File: config.mk
export PLATFORM = sky130hd
export DESIGN_NAME = lowest_free_id_allocator
export DESIGN_NICKNAME = d
export VERILOG_FILES = /design/src/hdl/lfia_pkg.sv /design/src/hdl/lfia_word_scan.sv /design/src/hdl/lowest_free_id_allocator.sv
export SDC_FILE = /design/constraint.sdc
export NUM_CORES = 2
export LEC_CHECK = 0
export ABC_AREA = 1
export BUFFER_PORTS_ARGS = -buffer_cell sky130_fd_sc_hd__buf_4
export CAP_MARGIN = 20
export CORE_MARGIN = 2
export CORE_UTILIZATION = 50
export DETAILED_ROUTE_END_ITERATION = 12
export PLACE_DENSITY = 0.65
export SLEW_MARGIN = 5
export SYNTH_ARGS = -nofsm -noshare
export SYNTH_HDL_FRONTEND = slang
export SYNTH_HIERARCHICAL = 1
export SYNTH_SLANG_ARGS = --single-unit
File: constraint.sdc
create_clock -name i_clk -period 5.8 [get_ports i_clk]
set_input_delay 0.58 -clock i_clk [delete_from_list [all_inputs] [get_ports i_clk]]
set_output_delay 0.58 -clock i_clk [all_outputs]
set_load 0.01 [all_outputs]
File: src/hdl/lfia_pkg.sv
// lfia_pkg: word types, request kind codes and bitmap word constants for the
// lowest free identifier allocator
// no dependencies
package lfia_pkg;

    localparam int WORD_BITS = 32;
    localparam int OFF_BITS  = 5;
    localparam logic [WORD_BITS-1:0] FULL_WORD = 32'hFFFF_FFFF;

    localparam logic [1:0] KIND_ALLOC = 2'd0;
    localparam logic [1:0] KIND_REG   = 2'd1;
    localparam logic [1:0] KIND_FREE  = 2'd2;

    typedef struct packed {
        logic [1:0] kind;
        logic [9:0] ident;
    } t_in_word;

    typedef struct packed {
        logic [9:0] granted_ident;
        logic       status;
    } t_out_word;

endpackage

File: src/hdl/lfia_word_scan.sv
// lfia_word_scan: masks one bitmap word and finds its lowest free bit
// depends on lfia_pkg
module lfia_word_scan
    import lfia_pkg::*;
(
    input  logic [WORD_BITS-1:0] i_word,
    input  logic [OFF_BITS-1:0]  i_off,
    input  logic                 i_first,
    input  logic                 i_last,
    input  logic [WORD_BITS-1:0] i_lim_mask,
    output logic                 o_found,
    output logic [OFF_BITS-1:0]  o_pos
);

    logic [WORD_BITS-1:0] avail;

    always_comb begin
        avail = ~i_word;
        if (i_first) begin
            avail = avail & (FULL_WORD << i_off);
        end
        if (i_last) begin
            avail = avail & i_lim_mask;
        end
        o_found = |avail;
        o_pos   = '0;
        for (int i = WORD_BITS - 1; i >= 0; i--) begin
            if (avail[i]) begin
                o_pos = OFF_BITS'(i);
            end
        end
    end

endmodule

File: src/hdl/lowest_free_id_allocator.sv
// lowest_free_id_allocator: bitmap identifier allocator, sequencer and bitmap memory
// depends on lfia_pkg and lfia_word_scan
//
//  channel | signals                                   | word
//  in      | i_in_valid, o_in_ready, i_in_word         | t_in_word  (kind, ident)
//  out     | o_out_valid, i_out_ready, o_out_word      | t_out_word (granted_ident, status)
//
// register, free and unused kinds go from accept through ST_FIN to the result
// allocate scans words upward from the hint word to the last word, at most MAP_WORDS
// one bitmap word is read and tested per cycle through the single word scan unit, while the out channel is free
// after reset a clearing pass writes MAP_WORDS words, one per cycle, before o_in_ready
// a result that is not taken holds the sequencer in ST_SCAN or ST_FIN
module lowest_free_id_allocator
    import lfia_pkg::*;
#(
    parameter int NUM_IDS = 1024
) (
    input  logic      i_clk,
    input  logic      i_rst_n,
    input  logic      i_in_valid,
    output logic      o_in_ready,
    input  t_in_word  i_in_word,
    output logic      o_out_valid,
    input  logic      i_out_ready,
    output t_out_word o_out_word
);

    localparam int MAP_WORDS = (NUM_IDS + WORD_BITS - 1) / WORD_BITS;
    localparam int WW        = (MAP_WORDS > 1) ? $clog2(MAP_WORDS) : 1;
    localparam int HW        = $clog2(NUM_IDS + 1);
    localparam int XW        = (HW > 10) ? HW : 10;
    localparam int LAST_BITS = NUM_IDS - WORD_BITS * (MAP_WORDS - 1);
    localparam logic [WORD_BITS-1:0] LIM_MASK =
        WORD_BITS'((33'd1 << LAST_BITS) - 33'd1);
    localparam logic [WW-1:0] LAST_WORD = WW'(MAP_WORDS - 1);

    localparam logic [1:0] ST_CLR  = 2'd0;
    localparam logic [1:0] ST_IDLE = 2'd1;
    localparam logic [1:0] ST_SCAN = 2'd2;
    localparam logic [1:0] ST_FIN  = 2'd3;

    logic [WORD_BITS-1:0] mem [MAP_WORDS];

    logic [1:0]           r_state, n_state;
    logic [WW-1:0]        r_word, n_word;
    logic                 r_first, n_first;
    logic [1:0]           r_kind, n_kind;
    logic [XW-1:0]        r_ident, n_ident;
    logic [OFF_BITS-1:0]  r_bit, n_bit;
    logic                 r_wr_en, n_wr_en;
    logic                 r_status, n_status;
    logic [HW-1:0]        r_hint, n_hint;
    logic                 r_ovalid, n_ovalid;
    t_out_word            r_odata, n_odata;
    logic [WORD_BITS-1:0] r_rdata;

    logic                 mem_we;
    logic [WW-1:0]        mem_waddr, mem_raddr;
    logic [WORD_BITS-1:0] mem_wdata;

    logic                 out_free, accept;
    logic [XW-1:0]        ident_x;
    logic                 in_range;
    logic [WW-1:0]        hint_word, ident_word;
    logic                 scan_found;
    logic [OFF_BITS-1:0]  scan_pos;
    logic [HW-1:0]        found_id;

    lfia_word_scan u_scan (
        .i_word     (r_rdata),
        .i_off      (r_hint[OFF_BITS-1:0]),
        .i_first    (r_first),
        .i_last     (r_word == LAST_WORD),
        .i_lim_mask (LIM_MASK),
        .o_found    (scan_found),
        .o_pos      (scan_pos)
    );

    assign out_free   = !r_ovalid || i_out_ready;
    assign o_in_ready = (r_state == ST_IDLE);
    assign accept     = i_in_valid && o_in_ready;
    assign ident_x    = XW'(i_in_word.ident);
    assign in_range   = ident_x < XW'(NUM_IDS);
    assign hint_word  = WW'(r_hint >> OFF_BITS);
    assign ident_word = WW'(ident_x >> OFF_BITS);
    assign found_id   = HW'({r_word, scan_pos});

    assign o_out_valid = r_ovalid;
    assign o_out_word  = r_odata;

    always_comb begin
        n_state   = r_state;
        n_word    = r_word;
        n_first   = r_first;
        n_kind    = r_kind;
        n_ident   = r_ident;
        n_bit     = r_bit;
        n_wr_en   = r_wr_en;
        n_status  = r_status;
        n_hint    = r_hint;
        n_ovalid  = r_ovalid && !i_out_ready;
        n_odata   = r_odata;
        mem_we    = 1'b0;
        mem_waddr = r_word;
        mem_raddr = r_word;
        mem_wdata = '0;
        unique case (r_state)
            ST_CLR: begin
                mem_we = 1'b1;
                if (r_word == LAST_WORD) begin
                    n_word  = '0;
                    n_state = ST_IDLE;
                end else begin
                    n_word = r_word + 1'b1;
                end
            end
            ST_IDLE: begin
                if (accept) begin
                    n_kind = i_in_word.kind;
                    if (i_in_word.kind == KIND_ALLOC) begin
                        if (r_hint >= HW'(NUM_IDS)) begin
                            n_status = 1'b1;
                            n_wr_en  = 1'b0;
                            n_state  = ST_FIN;
                        end else begin
                            n_word    = hint_word;
                            mem_raddr = hint_word;
                            n_first   = 1'b1;
                            n_state   = ST_SCAN;
                        end
                    end else begin
                        n_word    = ident_word;
                        mem_raddr = ident_word;
                        n_ident   = ident_x;
                        n_bit     = i_in_word.ident[OFF_BITS-1:0];
                        n_wr_en   = in_range && (i_in_word.kind == KIND_REG ||
                                                 i_in_word.kind == KIND_FREE);
                        n_status  = 1'b0;
                        n_state   = ST_FIN;
                    end
                end
            end
            ST_SCAN: begin
                if (out_free) begin
                    if (scan_found) begin
                        mem_we    = 1'b1;
                        mem_wdata = r_rdata | (32'd1 << scan_pos);
                        n_hint    = found_id + 1'b1;
                        n_odata.granted_ident = 10'(found_id);
                        n_odata.status        = 1'b0;
                        n_ovalid  = 1'b1;
                        n_state   = ST_IDLE;
                    end else if (r_word == LAST_WORD) begin
                        n_odata.granted_ident = '0;
                        n_odata.status        = 1'b1;
                        n_ovalid  = 1'b1;
                        n_state   = ST_IDLE;
                    end else begin
                        n_word    = r_word + 1'b1;
                        mem_raddr = r_word + 1'b1;
                        n_first   = 1'b0;
                    end
                end
            end
            ST_FIN: begin
                if (out_free) begin
                    if (r_wr_en) begin
                        mem_we = 1'b1;
                        if (r_kind == KIND_REG) begin
                            mem_wdata = r_rdata | (32'd1 << r_bit);
                        end else begin
                            mem_wdata = r_rdata & ~(32'd1 << r_bit);
                        end
                        if (r_kind == KIND_FREE && r_ident < XW'(r_hint)) begin
                            n_hint = HW'(r_ident);
                        end
                    end
                    n_odata.granted_ident = '0;
                    n_odata.status        = r_status;
                    n_ovalid = 1'b1;
                    n_state  = ST_IDLE;
                end
            end
            default: begin
                n_state = ST_CLR;
            end
        endcase
    end

    always_ff @(posedge i_clk) begin
        if (mem_we) begin
            mem[mem_waddr] <= mem_wdata;
        end
        r_rdata <= mem[mem_raddr];
    end

    always_ff @(posedge i_clk) begin
        if (!i_rst_n) begin
            r_state  <= ST_CLR;
            r_word   <= '0;
            r_first  <= 1'b0;
            r_kind   <= KIND_ALLOC;
            r_wr_en  <= 1'b0;
            r_status <= 1'b0;
            r_hint   <= HW'(1);
            r_ovalid <= 1'b0;
        end else begin
            r_state  <= n_state;
            r_word   <= n_word;
            r_first  <= n_first;
            r_kind   <= n_kind;
            r_wr_en  <= n_wr_en;
            r_status <= n_status;
            r_hint   <= n_hint;
            r_ovalid <= n_ovalid;
        end
    end

    always_ff @(posedge i_clk) begin
        r_ident <= n_ident;
        r_bit   <= n_bit;
        r_odata <= n_odata;
    end

    a_no_write_idle: assert property (@(posedge i_clk) disable iff (!i_rst_n)
        (r_state == ST_IDLE) |-> !mem_we)
        else $error("bitmap written while idle");

    a_hint_range: assert property (@(posedge i_clk) disable iff (!i_rst_n)
        r_hint <= HW'(NUM_IDS))
        else $error("hint beyond identifier range");

    a_scan_from_hint: assert property (@(posedge i_clk) disable iff (!i_rst_n)
        (r_state == ST_SCAN) |-> (r_word >= hint_word))
        else $error("scan below hint word");

    a_accept_leaves_idle: assert property (@(posedge i_clk) disable iff (!i_rst_n)
        accept |=> (r_state == ST_SCAN || r_state == ST_FIN))
        else $error("accepted word did not start the sequencer");

endmodule
==> metrics.txt <==
status=completed; Synth Area in Compound Gates=around 2.7%; chip height=320.4 um; Rel. slew slack=between 30% and 40%; Tmin final=4.730 ns; max-cap violations=0; Post-Synth Simple-Gate Area=24.06%; Post-synth top cells=nand2_1, nand3_1, edfxtp_1, inv_1, buf_2; clk sinks=~1,100; io pins=29; vias in the first global route=between 30,000 and 40,000; die area=around 100,000 um2; Hold Crit Class=primary input to register; total chip power=20,820 uW; Root Driver=clkbuf_16; Synth Area in XOR/XNOR=0.08747%; Post-Route WL=about 150,000 um; post-route ant nets=0; Die X=around 320 um; Hold Slack=~0.06 ns; leakage power=approximately 0.023 uW; leading area contributor after synthesis=edfxtp_1; Yosys Warn Count=6; most frequent cell after synthesis=nand2_1; routed via count=around 37,000; Post-CTS Repair Setup Buffers=0; Max Fanout on Critical Path=70; Arrival @ worst endpoint=between 5 and 6 ns; Placer Congestion=between 1 and 1.5; CP endpoint kind=register; Final HPWL DP=between 70,000 and 80,000 um; Longest Clk Path Bufs=3; overall global routing resource usage=between 20% and 30%; share of the synthesized area in the top cell type=62.68%; IO Port Bufs=28; routed wire length per instance=23.10 um; post-synthesis sequential area ratio=64.92%; Inserted Clock Buffers=112; GRT overflow=0; RSZ-0062 raised after global routing=false; ANT cells=0; initial DRC count=between 4,000 and 5,000; Starting Density=approximately 50%; TNS Setup=0 ns; Crit Path Class=register to register; placed cell count=~6,200; reg2reg setup slack=approximately 1.1 ns; core area=around 100,000 um2; hold path depth=1; # DRC=0; Netlist cell types=46; worst-margin pin slew=~1 ns; P per Cell Area=between 300 and 400 nW/um2; FP Rows=116; H-tree lvl count=3; R2R cell count=23; drt via density=approximately 5.7; number of synthesized register bits=approximately 1,100; Most used DFF post-synth=edfxtp_1; VDD IR-drop max=between 200 and 300 uV; Post-synth EDFFs=1,045; Final period util=between 80% and 90%; non-filler cells, final=between 6,000 and 7,000; adder-cell share of the synthesized area=less than 1%; CTS Hold Bufs=0; Slew Viols, Final=0; top post-synthesis cells by area=edfxtp_1, nand3_1, nand2_1; final setup vio count=0; dpl cell area=about 53,000 um2; Req. time, crit path=6.45 ns; clk slew on worst S/H paths=roughly 0.07 ns; CTS tree=done; CP Launch Type=register; largest family of logic cells by synthesized area=simple AND/OR/NAND/NOR gates; final instance area=roughly 56,000 um2; Mean Syn Cell Area=10.07 um2; number of antenna violations at the first check in global routing=1; Total Nets Final=5,043; clk_lat worst skew=a little over 0.7 ns; first-pass GRT wire length=~220,000 um; final number of hold-violating endpoints=0; first-pass iteration count of the detailed router=7; mux cell area share after synthesis=0%; layout cells sized above 1=around 8.6%; Max Freq=0.2114 GHz; post-synth design cell area=50,060 um2; area grow syn2layout=12.68%; Gate Count Post-Synth=slightly below 5,000; post-CTS sizing=0; Clock Skew=~0.031 ns; FFs w/ async S/R, synth=0%; largest net degree at the start of global routing=around 170
worst paths after layout:
path	start	end
min	i_in_word[2]	r_bit[2]$_DFFE_PP_
max	r_hint[1]$_SDFFE_PN0P_	r_rdata[13]$_DFF_P_
min reg2reg	r_kind[1]$_SDFFE_PN0P_	r_kind[1]$_SDFFE_PN0P_
max reg2reg	r_hint[1]$_SDFFE_PN0P_	r_rdata[13]$_DFF_P_
worst max-delay path, cell delays in order (launching register included):
cell and delay [ns]:
dfxtp_1 0.47, inv_1 0.11, nand2_1 0.13, nor2_1 0.10
o21ai_0 0.41, nand2_1 0.15, nor2_1 0.21, nand2_1 0.08
nor2_1 0.13, nand2_1 0.21, inv_2 0.19, nand3_2 0.15
nand2_1 0.10, nand3_1 0.11, nand2_1 0.10, nand2_1 0.14
nand2_8 0.51, buf_4 0.64, nand3_1 0.15, nand3_1 0.10
nand3_1 0.09, nand2_1 0.15, nand2_1 0.08, nand2_1 0.10
power breakdown:
group,leakage (uW),internal [uW],switching (uW)
Clock,0.00169,3800,3050
Combinational,0.0113,1440,3300
Sequential,0.0101,8940,297
cell usage in the layout, fill, tap and decap left out, drive strengths merged:
master    synthesis  final
a31o              2      2
buf             204    187
a221oi            3      3
clkinv            6     64
o2111ai           1      1
nand3b          128    128
nor3             28     28
clkinvlp          0      3
edfxtp         1045   1045
bufinv            0      4
nor2            141    141
a21oi            71     71
a21o              2      2
nor3b             1      1
a2111oi           1      1
o21ai            98     98
a211oi            4      4
inv             615    618
nand4             3      3
o221ai            3      3
conb              1     32
nor4              2      2
a22oi             1      1
nand2          1242   1242
clkbuf          102    145
xor2              5      5
a21boi            1      1
nand3          1129   1129
o31ai             3      3
o22ai            18     18
o21bai            4      4
dfxtp            56     56
ha               28     28
a31oi            20     20
o211ai            5      5
per-stage QoR:
stage | util [%] | setup WS (ns)
5_1_grt | 56.58 | 0.6536
6_report | 56.58 | 1.070
4_1_cts | 56.53 | 0.9696
3_5_place_dp | 53.06 | 1.012
3_3_place_gp | 53.06 | 0.8921
2_1_floorplan | - | 1.151
layout make-up:
cell class / count / area [um2]
Sequential cell: 1101 / 32500
Inverter: 621 / 2337
Clock inverter: 68 / 481.7
Clock buffer: 145 / 2978
Multi-Input combinational cell: 2976 / 14380
Tap cell: 1298 / 1624
Timing Repair Buffer: 187 / 2115
Fill cell: 8404 / 43300
state kept, by name, indices dropped and copies added, names as in the netlist, 2 cells and up:
register,cells
r_hint,11
o_out_word,11
r_state,2
r_bit,4
r_rdata,32
mem_waddr,5
r_ident,6
mem,1024
r_kind,2
per-layer routing:
| metal | GRT usage (%) | routed length [um] | up-vias |
|---|---|---|---|
| met5 | 0 | 0 | - |
| met4 | 8.232 | 4181 | 0 |
| met3 | 4.452 | 13320 | 255 |
| met2 | 44.56 | 67200 | 1763 |
| met1 | 41.36 | 63070 | 17690 |
| li1 | - | - | 16860 |
kinds of logic (layout without fill, tap and decap cells):
family | count (synthesis) | in the layout
flops | 1101 | 1101
other cells | 1 | 32
xor+xnor | 5 | 5
buf+inv | 927 | 1021
simple gates | 2674 | 2674
compound gates | 237 | 237
fa+ha+maj | 28 | 28
No activity file was read; power rests on OpenSTA's default activity.
